==> src/hw/rtl/olst_pkg.sv <==
// ----------------------------------------------------------------------------
// olst_pkg
// Shared constants, operation and status codes, and the controller command
// struct of the ordered list store.
// ----------------------------------------------------------------------------
package olst_pkg;

	localparam int DEPTH       = 16;
	localparam int VALUE_WIDTH = 32;
	localparam int FUNC_W      = 2;
	localparam int POS_W       = 5;
	localparam int VAL_IN_W    = 32;
	localparam int STATUS_W    = 2;
	localparam int CNT_W       = 5;
	localparam int IN_DATA_W   = 40;
	localparam int OUT_DATA_W  = 8;

	typedef enum logic [FUNC_W-1:0] {
		FUNC_INSERT = 2'd0,
		FUNC_APPEND = 2'd1,
		FUNC_REMOVE = 2'd2,
		FUNC_QUERY  = 2'd3
	} func_t;

	typedef enum logic [STATUS_W-1:0] {
		ST_OK      = 2'd0,
		ST_BAD_POS = 2'd1,
		ST_FULL    = 2'd2,
		ST_MISSING = 2'd3
	} status_t;

	typedef struct packed {
		logic load;    // capture the accepted item
		logic commit;  // run the operation and register its result
	} cmd_t;

endpackage

==> src/hw/rtl/olst_ctrl.sv <==
// ----------------------------------------------------------------------------
// olst_ctrl
// Controller: sequences capture and execution of one item and keeps the
// result-valid flag of the output register.
// ----------------------------------------------------------------------------
module olst_ctrl (
	input  logic           clk,
	input  logic           arst_n,
	input  logic           s_tvalid,
	output logic           s_tready,
	output logic           m_tvalid,
	input  logic           m_tready,
	output olst_pkg::cmd_t cmd
);

	typedef enum logic {
		S_IDLE,
		S_EXEC
	} state_t;

	state_t state_q;
	logic   out_valid_q;

	assign s_tready   = (state_q == S_IDLE);
	assign cmd.load   = s_tvalid && (state_q == S_IDLE);
	// execute only when the output register is free or is being emptied
	assign cmd.commit = (state_q == S_EXEC) && (!out_valid_q || m_tready);
	assign m_tvalid   = out_valid_q;

	always_ff @(posedge clk or negedge arst_n) begin
		if (!arst_n) begin
			state_q     <= S_IDLE;
			out_valid_q <= 1'b0;
		end else begin
			unique case (state_q)
				S_IDLE: begin
					if (cmd.load) begin
						state_q <= S_EXEC;
					end
				end
				S_EXEC: begin
					if (cmd.commit) begin
						state_q <= S_IDLE;
					end
				end
				default: begin
					state_q <= S_IDLE;
				end
			endcase
			if (cmd.commit) begin
				out_valid_q <= 1'b1;
			end else if (m_tready) begin
				out_valid_q <= 1'b0;
			end
		end
	end

`ifndef SYNTHESIS
	a_commit_sets_valid: assert property (@(posedge clk) disable iff (!arst_n)
		cmd.commit |=> out_valid_q)
		else $error("result not presented after execute");

	a_load_to_exec: assert property (@(posedge clk) disable iff (!arst_n)
		cmd.load |=> (state_q == S_EXEC) && !s_tready)
		else $error("captured item not taken to execute");

	a_no_double_cmd: assert property (@(posedge clk) disable iff (!arst_n)
		!(cmd.load && cmd.commit))
		else $error("capture and execute in the same cycle");
`endif

endmodule

==> src/hw/rtl/olst_dpath.sv <==
// ----------------------------------------------------------------------------
// olst_dpath
// Datapath: a row of value cells that compare in parallel and shift up on
// insert or down on remove, the entry count, and the result register.
// ----------------------------------------------------------------------------
module olst_dpath (
	input  logic                                clk,
	input  logic                                arst_n,
	input  olst_pkg::cmd_t                      cmd,
	input  logic [olst_pkg::FUNC_W-1:0]         func,
	input  logic [olst_pkg::POS_W-1:0]          position,
	input  logic [olst_pkg::VAL_IN_W-1:0]       value,
	output logic [olst_pkg::STATUS_W-1:0]       status,
	output logic                                found,
	output logic [olst_pkg::CNT_W-1:0]          count
);

	localparam int DEPTH = olst_pkg::DEPTH;
	localparam int VW    = olst_pkg::VALUE_WIDTH;
	localparam int CW    = olst_pkg::CNT_W;

	olst_pkg::func_t        func_q;
	logic [CW-1:0]          pos_q;
	logic [VW-1:0]          val_q;
	logic [VW-1:0]          cell_q [DEPTH];
	logic [VW-1:0]          cell_d [DEPTH];
	logic [CW-1:0]          count_q;
	logic [CW-1:0]          count_d;
	olst_pkg::status_t      status_d;
	logic                   found_d;
	logic [olst_pkg::STATUS_W-1:0] status_q;
	logic                   found_q;
	logic [CW-1:0]          count_out_q;

	logic [DEPTH-1:0] match;
	logic [DEPTH-1:0] after;
	logic             hit;
	logic             is_ins;
	logic [CW-1:0]    ins_pos;
	logic             ins_ok;
	logic             rm_ok;

	// capture the accepted item
	always_ff @(posedge clk) begin
		if (cmd.load) begin
			func_q <= olst_pkg::func_t'(func);
			pos_q  <= CW'(position);
			val_q  <= value[VW-1:0];
		end
	end

	always_comb begin
		logic acc;
		acc = 1'b0;
		for (int i = 0; i < DEPTH; i++) begin
			match[i] = (CW'(i) < count_q) && (cell_q[i] == val_q);
			acc      = acc | match[i];
			after[i] = acc;
		end
		hit = acc;
	end

	assign is_ins  = (func_q == olst_pkg::FUNC_INSERT) || (func_q == olst_pkg::FUNC_APPEND);
	assign ins_pos = (func_q == olst_pkg::FUNC_APPEND) ? count_q : pos_q;
	assign ins_ok  = is_ins && (ins_pos <= count_q) && (count_q < CW'(DEPTH));
	assign rm_ok   = (func_q == olst_pkg::FUNC_REMOVE) && hit;

	always_comb begin
		for (int i = 0; i < DEPTH; i++) begin
			cell_d[i] = cell_q[i];
		end
		if (ins_ok) begin
			for (int i = 1; i < DEPTH; i++) begin
				if (CW'(i) > ins_pos) begin
					cell_d[i] = cell_q[i-1];
				end
			end
			for (int i = 0; i < DEPTH; i++) begin
				if (CW'(i) == ins_pos) begin
					cell_d[i] = val_q;
				end
			end
		end else if (rm_ok) begin
			// close the gap from the first match upward
			for (int i = 0; i < DEPTH - 1; i++) begin
				if (after[i]) begin
					cell_d[i] = cell_q[i+1];
				end
			end
		end
	end

	always_comb begin
		status_d = olst_pkg::ST_OK;
		found_d  = 1'b0;
		count_d  = count_q;
		if (is_ins) begin
			if (ins_pos > count_q) begin
				status_d = olst_pkg::ST_BAD_POS;
			end else if (count_q >= CW'(DEPTH)) begin
				status_d = olst_pkg::ST_FULL;
			end else begin
				count_d = count_q + CW'(1);
			end
		end else if (!hit) begin
			status_d = olst_pkg::ST_MISSING;
		end else begin
			found_d = 1'b1;
			if (rm_ok) begin
				count_d = count_q - CW'(1);
			end
		end
	end

	always_ff @(posedge clk) begin
		if (cmd.commit) begin
			for (int i = 0; i < DEPTH; i++) begin
				cell_q[i] <= cell_d[i];
			end
			status_q    <= status_d;
			found_q     <= found_d;
			count_out_q <= count_d;
		end
	end

	always_ff @(posedge clk or negedge arst_n) begin
		if (!arst_n) begin
			count_q <= '0;
		end else if (cmd.commit) begin
			count_q <= count_d;
		end
	end

	assign status = status_q;
	assign found  = found_q;
	assign count  = count_out_q;

`ifndef SYNTHESIS
	a_count_bound: assert property (@(posedge clk) disable iff (!arst_n)
		count_q <= CW'(DEPTH))
		else $error("entry count above depth");

	a_count_hold: assert property (@(posedge clk) disable iff (!arst_n)
		!cmd.commit |=> $stable(count_q))
		else $error("entry count changed without execute");

	a_query_keeps: assert property (@(posedge clk) disable iff (!arst_n)
		cmd.commit && (func_q == olst_pkg::FUNC_QUERY) |=> $stable(count_q))
		else $error("query changed the list");
`endif

endmodule

==> src/hw/rtl/ordered_list_store_unit.sv <==
// ----------------------------------------------------------------------------
// ordered_list_store_unit
// Ordered list of up to 16 values with insert, append, remove and query.
// ----------------------------------------------------------------------------
// The controller captures an accepted item, then executes it in the single cell
// array update once the output register is free or being emptied; the result
// is then held in the output register. A new item is taken once that is done.
// The output register lets the next item be taken while a result waits.
// Reset clears the entry count and the handshake state; cell contents are
// undefined until written.
module ordered_list_store_unit (
	input  logic                               clk,
	input  logic                               arst_n,
	input  logic                               s_tvalid,
	output logic                               s_tready,
	// func[1:0], position[6:2], value[38:7], zero[39]
	input  logic [olst_pkg::IN_DATA_W-1:0]     s_tdata,
	output logic                               m_tvalid,
	input  logic                               m_tready,
	// status[1:0], found[2], count[7:3]
	output logic [olst_pkg::OUT_DATA_W-1:0]    m_tdata
);

	olst_pkg::cmd_t                  cmd;
	logic [olst_pkg::STATUS_W-1:0]   status;
	logic                            found;
	logic [olst_pkg::CNT_W-1:0]      count;

	olst_ctrl u_ctrl (
		.clk      (clk),
		.arst_n   (arst_n),
		.s_tvalid (s_tvalid),
		.s_tready (s_tready),
		.m_tvalid (m_tvalid),
		.m_tready (m_tready),
		.cmd      (cmd)
	);

	olst_dpath u_dpath (
		.clk      (clk),
		.arst_n   (arst_n),
		.cmd      (cmd),
		.func     (s_tdata[1:0]),
		.position (s_tdata[6:2]),
		.value    (s_tdata[38:7]),
		.status   (status),
		.found    (found),
		.count    (count)
	);

	assign m_tdata = {count, found, status};

endmodule
==> config.mk <==
export PLATFORM = sky130hd
export DESIGN_NAME = ordered_list_store_unit
export DESIGN_NICKNAME = d
export VERILOG_FILES = /design/src/hw/rtl/olst_pkg.sv /design/src/hw/rtl/olst_ctrl.sv /design/src/hw/rtl/olst_dpath.sv /design/src/hw/rtl/ordered_list_store_unit.sv
export SDC_FILE = /design/constraint.sdc
export NUM_CORES = 2
export LEC_CHECK = 0
export CAP_MARGIN = 5
export CORE_MARGIN = 2
export CORE_UTILIZATION = 50
export CTS_CLUSTER_DIAMETER = 100
export DETAILED_ROUTE_END_ITERATION = 7
export DONT_BUFFER_PORTS = 1
export HOLD_SLACK_MARGIN = 0.12
export PLACE_DENSITY = 0.61
export SYNTH_ARGS = -nofsm -noshare
export SYNTH_HDL_FRONTEND = slang
export SYNTH_SLANG_ARGS = --single-unit
==> constraint.sdc <==
create_clock -name clk -period 13.8 [get_ports clk]
set_input_delay 0.69 -clock clk [delete_from_list [all_inputs] [get_ports clk]]
set_output_delay 0.69 -clock clk [all_outputs]
set_load 0.01 [all_outputs]
==> metrics.md <==
| Metric | Value |
|---|---|
| Outcome | finished clean |
| Drt drc | 0 |
| Most frequent cell after synthesis | edfxtp_1 |
| Flop pwr share | 39.3% |
| GRT Total Usage | 34.5% |
| Vias | 27,500 |
| Die W | 271 um |
| Critical path class | reg2reg |
| Fmax | 176 MHz |
| Setup TNS | 0 ns |
| Total Routed Length | 130,000 um |
| Met2 Use GR | 55.9% |
| Synth top area share | between 40% and 50% |
| Area contributors post-synth | edfxtp_1 (47%), mux2i_1 (13%), xnor2_1 (6.4%) |
| Worst hold-check path type | in2reg |
| Total grt overflow | 0 |
| Grt met1 use | a little under half |
| First-pass GRT wire length | 185,000 um |
| Clock Path Buffers | 3 |
| Post-Synthesis Cells | between 3,000 and 4,000 |
| CP Launch Type | flop |
| Clk_skew | 0.0242 ns |
| Ys flop type | edfxtp_1 |
| Die ar. | ~0.073 mm2 |
| Largest net degree at the start of global routing | 270 |
| Diodes inserted | 0 |
| Avg Inst Size Synth | 10.3 um2 |
| Via/cell ratio | 6.41 |
| PostCTS Resize Cnt | 0 |
| Worst-path clk slew | 0.06 ns |
| Syn-to-layout area delta | 7.79% |
| Synth Warn # | 0 |
| CTS Sinks | approximately 570 |
| CP required | between 10 and 15 ns |
| Tot Pwr | around 0.0060 W |
| H-tree Lvls | 3 |
| Clock root buffer master | clkbuf_16 |
| Die Ht | 271 um |
| Post-synth cell types | 66 |
| Worst VDD drop | approximately 0.2 mV |
| FP Rows | 97 |
| Yosys top cell by area | edfxtp_1 |
| Pint | 0.00377 W |
| NetSw | 0.00225 W |
| Detailed Place HPWL | 91,500 um |
| CTS Buf Count | ~70 |
| TritonRoute pass-1 iters | 5 |
| Switching Share | 37.4% |
| Async SR Flop Fraction | 1.24% |
| Slew Viols, Final | 0 |
| Actual slew at the worst max-slew pin | 1.17 ns |
| Synth Register Bits | 566 |
| Routability cong. | 1.03 |
| Fill cells | 6,299 |
| Nets | ~3,300 |
| Slew HR | 21.8% |
| CTS tree | built |
| Final hold vios | 0 |
| Wirelength per Cell | 30.2 um |
| Clk_lat worst skew | between 0.6 and 0.7 ns |
| Pwr dens | 157 mW/mm2 |
| Crit path max fanout | 107 |
| CP Capture Type | flop |
| Share of layout cells above drive strength 1 | ~7.2% |
| Final setup viols | 0 |
| Initial Util | approximately 51% |
| Core area | 0.0703 mm2 |
| Period utilization | 41.2% |
| First DRT Iteration DRCs | roughly 3,400 |
| Antenna viol nets, final | 0 |
| CP Data Arrival Time | 6.02 ns |
| Max-cap violations | 0 |
| Final min period | about 5.7 ns |
| Clock share of power | 29.3% |
| Vias in the first global route | around 27,000 |
| Initial antenna violation count | 5 |
| Synthesized area | 0.0356 mm2 |
| Met3 Track Usage GR | 6.59% |
| RSZ-0062 raised after global routing | false |
| Syn Nets | 3,493 |
| Static Leak | approximately 13 nW |
| Combinational share of power | 31.5% |
| Post-synth EDFFs | ~560 |
| Top Usage Layer GRT | met2 |
| Buffers added on ports | 0 |
| # IOs | between 50 and 60 |
| Synth cell count leaders | edfxtp_1 (559), nand2_1 (533), mux2i_1 (450) |
| Sequential cell area fraction in the yosys report | 47.7% |
==> final timing paths <==
check / from / endpoint / slack (ns) / cells after the start
max in group asynchronous: arst_n / u_dpath.count_q[1]$_DFFE_PN0P_ / 12.93 / 1
hold / removal: s_tdata[9] / u_dpath.val_q[2]$_DFFE_PP_ / 0.15 / 0
min in group asynchronous: arst_n / u_dpath.count_q[3]$_DFFE_PN0P_ / 0.50 / 1
hold reg to reg: u_dpath.cell_q[1][249]$_DFFE_PP_ / u_dpath.cell_q[1][217]$_DFFE_PP_ / 0.58 / 2
setup reg to reg: u_dpath.func_q[1]$_DFFE_PP_ / u_dpath.cell_q[1][64]$_DFFE_PP_ / 8.11 / 14
setup / recovery: u_dpath.func_q[1]$_DFFE_PP_ / u_dpath.cell_q[1][64]$_DFFE_PP_ / 8.11 / 14
==> metal layers <==
metal / wire length, um / share of wire (%) / up-vias
li1: - / - / 12100
met1: 51800 / 40 / 13700
met2: 60600 / 47 / 1394
met3: 10900 / 8.4 / 312
met4: 6150 / 4.7 / 6
met5: 47 / 0.036 / -
==> layout make-up <==
| class | count | area (um2) | area share (%) |
|---|---|---|---|
| multi-input combinational | 2559 | 17400 | 45.4 |
| clock buffer | 85 | 1830 | 4.77 |
| tap | 940 | 1180 | 3.07 |
| sequential | 566 | 17000 | 44.2 |
| timing repair buffer | 80 | 628 | 1.64 |
| inverter | 20 | 75.1 | 0.196 |
| clock inverter | 35 | 274 | 0.715 |
==> state kept, by name (all words and copies together) (netlist names) <==
signal / count
u_dpath.cell_q: 512
u_dpath.val_q: 32
u_dpath.count: 5
u_dpath.count_q: 5
u_dpath.pos_q: 5
u_dpath.func_q: 2
u_dpath.status: 2
u_ctrl.m_tvalid: 1
u_ctrl.state_q: 1
u_dpath.found: 1
==> repair_timing <==
item                      4_1_cts  5_1_grt
hold buffers                    1        0
buffers inserted                0        0
hold endpoints to repair        7        0
==> per-stage QoR <==
stage	std cells	hold WS, ns	util [%]	cell area [um2]	worst slack (ns)
detailed placement	4164	0.395	51.6	36200	8.15
CTS	4285	0.125	54.6	38300	8.11
global route	4285	0.132	54.6	38300	7.67
finish	4285	0.149	54.6	38300	8.11
floorplan	3440	0.394	-	35600	7.94
global placement	4164	0.395	51.6	36200	8.21
==> layout by cell type (no fill, tap or decap), types with 96 or more instances in the layout <==
master      n
xor2_1    260
xnor2_1   261
mux2i_1   450
nand2_1   531
nand4_1   117
nor2_1    104
o21ai_1   303
o21ai_0    96
nor4_1    100
edfxtp_1  559
==> logic make-up (layout without fill, tap and decap cells) <==
family,count (synthesis),after routing,share of synthesized area (%)
adders and majority gates,9,9,0.317
xor gates and xnor gates,521,521,12.8
AOI/OAI and AO/OA,517,517,7.74
muxes,483,483,13.7
DFF,566,566,47.7
buffers and inverters,315,220,4.05
and+or+nand+nor,1029,1029,13.7
==> critical path, stage by stage, from the launching register on <==
cell and delay [ns]:
edfxtp_1 0.53, nand2b_1 0.35, nand2_1 0.14, o21a_1 0.31
inv_2 0.17, ha_1 0.32, nor2b_1 0.13, o21a_1 0.12
o21ai_1 0.06, a21oi_1 0.30, nor2_1 0.14, nand2_4 0.66
buf_4 0.87, buf_4 0.90, o21ai_0 0.21
==> power by group through the flow <==
stage / logic (W) / clock network (W) / registers (W)
global route: 0.00207 / 0.00183 / 0.00237
global placement: 0.00180 / 0 / 0.00239
CTS: 0.00186 / 0.00178 / 0.00236
finish: 0.00189 / 0.00176 / 0.00236
detailed placement: 0.00186 / 0 / 0.00239
floorplan: 0.00141 / 0 / 0.00230
No activity file was read; power rests on OpenSTA's default activity.
